`src/hdl/frlm_pkg.sv`:
```
// shared types and constants of the frame rate and load monitor
package frlm_pkg;

  typedef struct packed {
    logic        func;
    logic [31:0] timestamp_ms;
    logic [31:0] render_ms;
    logic [31:0] flush_ms;
  } in_word_t;

  typedef struct packed {
    logic [9:0]  frames_per_second;
    logic [6:0]  load_percent;
    logic [31:0] avg_render_ms;
    logic [31:0] avg_flush_ms;
  } out_word_t;

  typedef enum logic [2:0] {
    S_IDLE,
    S_SHIFT,
    S_DECIDE,
    S_DIV_GO,
    S_DIV_RUN,
    S_OUT
  } state_t;

  // which quotient the shared divider is working on
  typedef enum logic [1:0] {
    SEL_FPS,
    SEL_LOAD,
    SEL_REND,
    SEL_FLSH
  } div_sel_t;

  localparam logic [1:0]  CFG_PERIOD    = 2'd0;
  localparam logic [1:0]  CFG_MAX_FPS   = 2'd1;

  localparam logic [15:0] PERIOD_RESET  = 16'd1000;
  localparam logic [9:0]  MAX_FPS_RESET = 10'd60;

  localparam logic [31:0] FPS_SCALE     = 32'd1000;
  localparam logic [31:0] LOAD_SCALE    = 32'd100;
  localparam logic [6:0]  LOAD_CAP      = 7'd100;

endpackage

```
`src/hdl/frlm_div.sv`:
```
// restoring divider, one quotient bit per cycle
module frlm_div (
  input  logic        clk,
  input  logic        rst,
  input  logic        start,
  input  logic [31:0] num,
  input  logic [31:0] den,
  output logic        done,
  output logic [31:0] quot
);

  logic        busy;
  logic [4:0]  cnt;
  logic [31:0] q;
  logic [31:0] rem;
  logic [33:0] trial;
  logic        ge;

  always_comb begin
    trial = {1'b0, rem, q[31]} - {2'b00, den};
    ge    = ~trial[33];
  end

  always_ff @(posedge clk) begin
    if (rst) begin
      busy <= 1'b0;
      done <= 1'b0;
      cnt  <= '0;
    end else begin
      done <= 1'b0;
      if (start) begin
        busy <= 1'b1;
        cnt  <= '0;
        q    <= num;
        rem  <= '0;
      end else if (busy) begin
        rem <= ge ? trial[31:0] : {rem[30:0], q[31]};
        q   <= {q[30:0], ge};
        cnt <= cnt + 5'd1;
        if (cnt == 5'd31) begin
          busy <= 1'b0;
          done <= 1'b1;
        end
      end
    end
  end

  assign quot = q;

endmodule

```
`src/hdl/frame_rate_load_monitor_core.sv`:
```
// top level of the frame rate and load monitor
// Each word is either a frame refresh (func 0) or a work record (func 1). The counters, the
// render and flush sums and the window time pass through bit-serial adders, one bit per cycle
// LSB first, so every word takes an accept step, 32 serial bit steps and a decide step.
// A refresh that closes the window then runs the shared 32-step divider for the frame rate,
// the load and, when work was recorded, the two averages, one quotient after another, and
// the report may then wait for the output register to drain.
// The finished report sits in an output register, so a waiting report does not block the
// serial update of later words once the block has moved on. Configuration writes are taken
// at any time, but belong in idle periods.
module frame_rate_load_monitor_core (
  input  logic                clk,
  input  logic                rst,
  input  logic                in_valid,
  output logic                in_stall,
  input  frlm_pkg::in_word_t  in_data,
  output logic                out_valid,
  input  logic                out_stall,
  output frlm_pkg::out_word_t out_data,
  input  logic                cfg_valid,
  output logic                cfg_ready,
  input  logic [1:0]          cfg_index,
  input  logic [15:0]         cfg_data
);

  frlm_pkg::state_t   state, state_next;
  frlm_pkg::div_sel_t div_sel;

  logic [15:0] period;
  logic [9:0]  max_fps;

  logic        started;
  logic [31:0] wstart, rcnt, wcnt, rsum, fsum;
  logic [31:0] elapsed;
  logic [31:0] ts_sr, r_sr, f_sr;
  logic        func_q;
  logic [4:0]  bit_cnt;
  logic        c_r, c_f, c_w, c_rc, b_el, b_cmp, el_nz, rc_nz;

  logic [31:0] sum_rf, prod_fps;
  logic [9:0]  res_fps;
  logic [6:0]  res_load;
  logic [31:0] res_rend, res_flsh;

  logic        in_accept, out_free, report, last_div;
  logic        div_start, div_done;
  logic [31:0] div_num, div_den, div_quot;

  // serial bit signals
  logic t_b, ws_b, e_b, p_b, rs_b, fs_b, wc_b, rc_b;
  logic b_el_n, b_cmp_n, c_r_n, c_f_n;

  assign cfg_ready = 1'b1;
  assign in_accept = in_valid && !in_stall;
  assign out_free  = !out_valid || !out_stall;
  assign report    = !func_q && el_nz && rc_nz && !b_cmp;
  assign last_div  = (div_sel == frlm_pkg::SEL_FLSH) ||
                     (div_sel == frlm_pkg::SEL_LOAD && wcnt == 32'd0);

  always_comb begin
    t_b     = ts_sr[0];
    ws_b    = started ? wstart[0] : t_b;
    e_b     = t_b ^ ws_b ^ b_el;
    b_el_n  = (~t_b & ws_b) | (~(t_b ^ ws_b) & b_el);
    p_b     = bit_cnt[4] ? 1'b0 : period[bit_cnt[3:0]];
    b_cmp_n = (~e_b & p_b) | (~(e_b ^ p_b) & b_cmp);
    rs_b    = rsum[0] ^ r_sr[0] ^ c_r;
    c_r_n   = (rsum[0] & r_sr[0]) | (rsum[0] & c_r) | (r_sr[0] & c_r);
    fs_b    = fsum[0] ^ f_sr[0] ^ c_f;
    c_f_n   = (fsum[0] & f_sr[0]) | (fsum[0] & c_f) | (f_sr[0] & c_f);
    wc_b    = wcnt[0] ^ c_w;
    rc_b    = rcnt[0] ^ c_rc;
  end

  // next state
  always_comb begin
    state_next = state;
    unique case (state)
      frlm_pkg::S_IDLE:    if (in_accept) state_next = frlm_pkg::S_SHIFT;
      frlm_pkg::S_SHIFT:   if (bit_cnt == 5'd31) state_next = frlm_pkg::S_DECIDE;
      frlm_pkg::S_DECIDE:  state_next = report ? frlm_pkg::S_DIV_GO : frlm_pkg::S_IDLE;
      frlm_pkg::S_DIV_GO:  state_next = frlm_pkg::S_DIV_RUN;
      frlm_pkg::S_DIV_RUN: begin
        if (div_done) state_next = last_div ? frlm_pkg::S_OUT : frlm_pkg::S_DIV_GO;
      end
      frlm_pkg::S_OUT:     if (out_free) state_next = frlm_pkg::S_IDLE;
      default:             state_next = frlm_pkg::S_IDLE;
    endcase
  end

  // outputs of the state machine
  always_comb begin
    in_stall  = 1'b1;
    div_start = 1'b0;
    unique case (state)
      frlm_pkg::S_IDLE:   in_stall  = 1'b0;
      frlm_pkg::S_DIV_GO: div_start = 1'b1;
      default: ;
    endcase
  end

  // rounded numerator and divisor for the quotient in hand
  always_comb begin
    unique case (div_sel)
      frlm_pkg::SEL_FPS: begin
        div_num = prod_fps + {1'b0, elapsed[31:1]};
        div_den = elapsed;
      end
      frlm_pkg::SEL_LOAD: begin
        div_num = 32'(sum_rf * frlm_pkg::LOAD_SCALE) + {1'b0, elapsed[31:1]};
        div_den = elapsed;
      end
      frlm_pkg::SEL_REND: begin
        div_num = rsum + {1'b0, wcnt[31:1]};
        div_den = wcnt;
      end
      frlm_pkg::SEL_FLSH: begin
        div_num = fsum + {1'b0, wcnt[31:1]};
        div_den = wcnt;
      end
      default: begin
        div_num = '0;
        div_den = '0;
      end
    endcase
  end

  frlm_div u_div (
    .clk   (clk),
    .rst   (rst),
    .start (div_start),
    .num   (div_num),
    .den   (div_den),
    .done  (div_done),
    .quot  (div_quot)
  );

  always_ff @(posedge clk) begin
    if (rst) begin
      state     <= frlm_pkg::S_IDLE;
      period    <= frlm_pkg::PERIOD_RESET;
      max_fps   <= frlm_pkg::MAX_FPS_RESET;
      started   <= 1'b0;
      wstart    <= '0;
      rcnt      <= '0;
      wcnt      <= '0;
      rsum      <= '0;
      fsum      <= '0;
      out_valid <= 1'b0;
      div_sel   <= frlm_pkg::SEL_FPS;
    end else begin
      state <= state_next;

      if (cfg_valid && cfg_ready) begin
        unique case (cfg_index)
          frlm_pkg::CFG_PERIOD:  period  <= cfg_data;
          frlm_pkg::CFG_MAX_FPS: max_fps <= cfg_data[9:0];
          default: ;
        endcase
      end

      // a new report in the same cycle keeps the output word valid
      if (out_valid && !out_stall && state != frlm_pkg::S_OUT) out_valid <= 1'b0;

      unique case (state)
        frlm_pkg::S_IDLE: begin
          if (in_accept) begin
            func_q  <= in_data.func;
            ts_sr   <= in_data.timestamp_ms;
            r_sr    <= in_data.func ? in_data.render_ms : 32'd0;
            f_sr    <= in_data.func ? in_data.flush_ms : 32'd0;
            c_r     <= 1'b0;
            c_f     <= 1'b0;
            c_w     <= in_data.func;
            c_rc    <= ~in_data.func;
            b_el    <= 1'b0;
            b_cmp   <= 1'b0;
            el_nz   <= 1'b0;
            rc_nz   <= 1'b0;
            bit_cnt <= '0;
          end
        end
        frlm_pkg::S_SHIFT: begin
          // timestamp, sums and counters rotate, so each is back in place after 32 steps; r_sr and f_sr empty
          ts_sr   <= {t_b, ts_sr[31:1]};
          wstart  <= {ws_b, wstart[31:1]};
          elapsed <= {e_b, elapsed[31:1]};
          r_sr    <= {1'b0, r_sr[31:1]};
          f_sr    <= {1'b0, f_sr[31:1]};
          rsum    <= {rs_b, rsum[31:1]};
          fsum    <= {fs_b, fsum[31:1]};
          wcnt    <= {wc_b, wcnt[31:1]};
          rcnt    <= {rc_b, rcnt[31:1]};
          c_r     <= c_r_n;
          c_f     <= c_f_n;
          c_w     <= wcnt[0] & c_w;
          c_rc    <= rcnt[0] & c_rc;
          b_el    <= b_el_n;
          b_cmp   <= b_cmp_n;
          el_nz   <= el_nz | e_b;
          rc_nz   <= rc_nz | rc_b;
          bit_cnt <= bit_cnt + 5'd1;
        end
        frlm_pkg::S_DECIDE: begin
          started  <= 1'b1;
          sum_rf   <= rsum + fsum;
          prod_fps <= 32'(rcnt * frlm_pkg::FPS_SCALE);
          res_rend <= '0;
          res_flsh <= '0;
          div_sel  <= frlm_pkg::SEL_FPS;
        end
        frlm_pkg::S_DIV_RUN: begin
          if (div_done) begin
            unique case (div_sel)
              frlm_pkg::SEL_FPS:
                res_fps  <= (div_quot > {22'd0, max_fps}) ? max_fps : div_quot[9:0];
              frlm_pkg::SEL_LOAD:
                res_load <= (div_quot > {25'd0, frlm_pkg::LOAD_CAP}) ?
                            frlm_pkg::LOAD_CAP : div_quot[6:0];
              frlm_pkg::SEL_REND: res_rend <= div_quot;
              frlm_pkg::SEL_FLSH: res_flsh <= div_quot;
              default: ;
            endcase
            div_sel <= frlm_pkg::div_sel_t'(div_sel + 2'd1);
          end
        end
        frlm_pkg::S_OUT: begin
          if (out_free) begin
            out_valid                  <= 1'b1;
            out_data.frames_per_second <= res_fps;
            out_data.load_percent      <= res_load;
            out_data.avg_render_ms     <= res_rend;
            out_data.avg_flush_ms      <= res_flsh;
            // window restarts at this refresh
            wstart <= ts_sr;
            rcnt   <= '0;
            wcnt   <= '0;
            rsum   <= '0;
            fsum   <= '0;
          end
        end
        default: ;
      endcase
    end
  end

endmodule
```
`config.mk`:
```
export PLATFORM = sky130hd
export DESIGN_NAME = frame_rate_load_monitor_core
export DESIGN_NICKNAME = d
export VERILOG_FILES = /design/src/hdl/frlm_pkg.sv /design/src/hdl/frlm_div.sv /design/src/hdl/frame_rate_load_monitor_core.sv
export SDC_FILE = /design/constraint.sdc
export NUM_CORES = 2
export LEC_CHECK = 0
export ABC_CLOCK_PERIOD_IN_PS = 7150
export BUFFER_PORTS_ARGS = -buffer_cell sky130_fd_sc_hd__buf_4
export CAP_MARGIN = 30
export CORE_ASPECT_RATIO = 0.75
export CORE_MARGIN = 5
export CORE_UTILIZATION = 40
export DETAILED_ROUTE_END_ITERATION = 10
export GPL_ROUTABILITY_DRIVEN = 0
export PLACE_DENSITY = 0.65
export SLEW_MARGIN = 30
export SYNTH_ARGS = -nofsm -noshare
export SYNTH_HDL_FRONTEND = slang
export SYNTH_SLANG_ARGS = --single-unit
```
`constraint.sdc`:
```
create_clock -name clk -period 7.15 [get_ports clk]
set_clock_uncertainty 0.15 [all_clocks]
set_input_delay 1.43 -clock clk [delete_from_list [all_inputs] [get_ports clk]]
set_output_delay 1.43 -clock clk [all_outputs]
set_load 0.02 [all_outputs]
```
==> results.ini <==
[timing]
maxClockFrequency_ghz=0.158
max_slew_margin=0.387
hold_viol=0
post-route-period-util=0.883
totalNegativeSetupSlack_ns=0
setup_violations=0
period_needed_ns=6.32
hold_ws_ns=0.265
tightest_slew_ns=0.911
grt_setup_unrepaired=false
slew_viol_final=0

[clocking]
cts_tree=built
htreeDepth=2
cts_buffers=61
clkLatencyLatePin_ns=0.66
path_clk_slew_ns=0.07
clock-sinks=627
cts_root_buf=clkbuf_16
clk_path_buf_depth=3
ctsHoldBuffers=0
post_cts_buffers=0
post_cts_resized=0

[yosys]
syn_avg_cell_area_um2=10.5
ys_seq_elements=627
synth_fa_ha_area_frac=0.165
synth_nets=4158
synth_top_family_by_area=adder cells
synth_cells=3611
ys_seq_area_frac=0.443
synth_top_area_share=0.338
synth_area_leaders=edfxtp_1 (34%), dfxtp_1 (11%), ha_1 (10%), fa_1 (6.5%), nand2_1 (3.8%)
synth_xor_xnor_area_share=0.0425
synth_most_common_cell=edfxtp_1
async_reset_ff_frac=0
yosysWarnings=0
synth_edf_count=427
yosys.area.top_type=edfxtp_1
muxShareOfSynthArea=0.0386
yosys-top-cells-count=edfxtp_1 (427), nand2_1 (389), inv_1 (306)
ys_types=85
dominantRegCellSynth=edfxtp_1
synth-compound-area-share=0.147
yosys.area_share.simple=0.119
synth_area_mm2=0.0380

[pwr]
leakagePower_nw=18.8
pwr_density_cell_mw_per_mm2=303
ir_drop_mv=0.265

[setup_path]
required_ns=7.39
path_class=reg2reg
worstSetupStartpointType=register
worstPathMaxFanout=5
arrival_ns=6.56
cp-end-kind=register
ff2ff_path_depth=23

[run_status]
outcome=finished, final reports clean

[die]
die_w_um=366
fp-row-count=97
coreArea_mm2=0.0938
io_pins=204
dieHeight_um=277
initial_core_util=0.405
dieArea_mm2=0.101

[placement]
dp_hpwl_mm=70.3
dp.cells=4939
port_buffers=202

[grt]
grt_first_pass_wirelength_mm=148
grt_use_met2=0.257
grtUsageTotal=0.182
gr-usage-met3=0.0426
grt_max_degree=82
overflow=0
grt_use_met1=0.281
grt_busiest_layer=met1
antenna_found_initial=1
first_global_vias=26300

[worst_hold_path]
hp-class=reg2reg
hold_depth=0

[route]
drt-initial-drc-count=2319
drc_errors=0
vias_per_cell=5.45
drtPass1Iterations=6
vias=27500
avgRoutedWirePerCell_um=18.6
wl_mm=94.0
antenna_left=0

[finish]
drive_above_1_share=0.109
area.growth.synth_to_final_pct=13.1
layout.cells.non_filler=5055
finalNetCount=4312
n_fill_cell=8652

[run]
drv_cap=0

## placed cells by master (no fill, tap or decap), types with 13 or more instances in the layout
cell / count
a211o_1: 13
or3_1: 14
o21ai_0: 112
a211oi_1: 66
nand2_1: 388
dfxtp_1: 200
clkbuf_1: 14
nor2_1: 224
nor3_1: 37
xor2_1: 56
xnor2_1: 128
inv_1: 306
ha_1: 303
o31ai_1: 15
o21a_1: 32
mux2_2: 40
fa_1: 123
a221oi_1: 18
clkbuf_16: 65
nand3b_1: 16
nand3_1: 103
nand2b_1: 29
nor4_1: 16
a21oi_1: 190
mux2i_1: 90
buf_4: 231
o21bai_1: 20
and2_1: 23
and3_1: 47
a22oi_1: 31
a21o_1: 81
nor2b_1: 14
a22o_1: 101
nand4_1: 20
edfxtp_1: 427
o211ai_1: 15
a31oi_1: 30
## metal layers
| layer | part of all wire | routed length, um |
|---|---|---|
| met5 | 0 | 0 |
| met4 | 0.020 | 1910 |
| met3 | 0.089 | 8390 |
| met2 | 0.40 | 38000 |
| met1 | 0.49 | 45700 |
## final cells by class
type,count,area [um^2],area share
antenna,1,2.50,0.0000583
clock buffer,85,1750,0.0408
clock inverter,30,397,0.00924
inverter,306,1150,0.0268
multi-input combinational,2537,19500,0.454
sequential,627,16800,0.392
tap,1237,1550,0.0361
timing repair buffer,232,1750,0.0407
## kinds of logic after synthesis
logic type,after synthesis
and+or+nand+nor,983
other,1
muxes,135
buffers and inverters,447
xor gates and xnor gates,184
adders and majority gates,427
DFF,627
AOI/OAI and AO/OA,807
## worst paths after layout
check / to / startpoint / slack [ns]
worst min-delay path: out_data[31]$_DFFE_PP_ / res_flsh[31]$_DFFE_PP_ / 0.26
worst max-delay path: u_div.quot[31]$_DFFE_PP_ / sum_rf[2]$_DFFE_PP_ / 0.83
worst max register to register: u_div.quot[31]$_DFFE_PP_ / sum_rf[2]$_DFFE_PP_ / 0.83
worst min register to register: out_data[31]$_DFFE_PP_ / res_flsh[31]$_DFFE_PP_ / 0.26
## metrics by stage
stage,util,instance area (um^2),total power [mW],worst slack (ns)
6_report,0.458,42900,13.0,0.835
2_1_floorplan,-,38000,8.31,1.09
3_5_place_dp,0.435,40800,9.54,0.874
5_1_grt,0.458,42900,13.8,0.301
4_1_cts,0.458,42900,13.0,0.867
3_3_place_gp,0.434,40800,9.45,0.962
## sequential cells by signal, indices dropped and copies added (netlist names), 32 cells and up
signal / flops
out_data: 81
rsum: 32
u_div.rem: 32
wstart: 32
res_rend: 32
wcnt: 32
r_sr: 32
f_sr: 32
res_flsh: 32
elapsed: 32
ts_sr: 32
rcnt: 32
fsum: 32
u_div.quot: 32
## critical path: stages (launching register included)
cell and delay [ns]:
edfxtp_1 0.43, ha_1 0.33, ha_1 0.31, fa_1 0.46
ha_1 0.36, nor2b_1 0.14, o21ai_0 0.18, a21boi_0 0.14
o21ai_0 0.24, a21oi_1 0.19, a41o_1 0.33, a21o_1 0.20
a21oi_1 0.17, xnor2_1 0.14, ha_1 0.30, a21o_1 0.18
a221o_1 0.34, a21oi_1 0.12, o21ai_0 0.23, a211o_1 0.40
a2111o_1 0.37, nand4_1 0.10, xnor2_1 0.14, o21ai_0 0.12
## report_power, final
part	switching [mW]	internal, mW
sequential	0.274	4.49
clock	1.45	1.98
combinational	2.98	1.81
total	4.71	8.28
No activity file was read; power rests on OpenSTA's default activity.
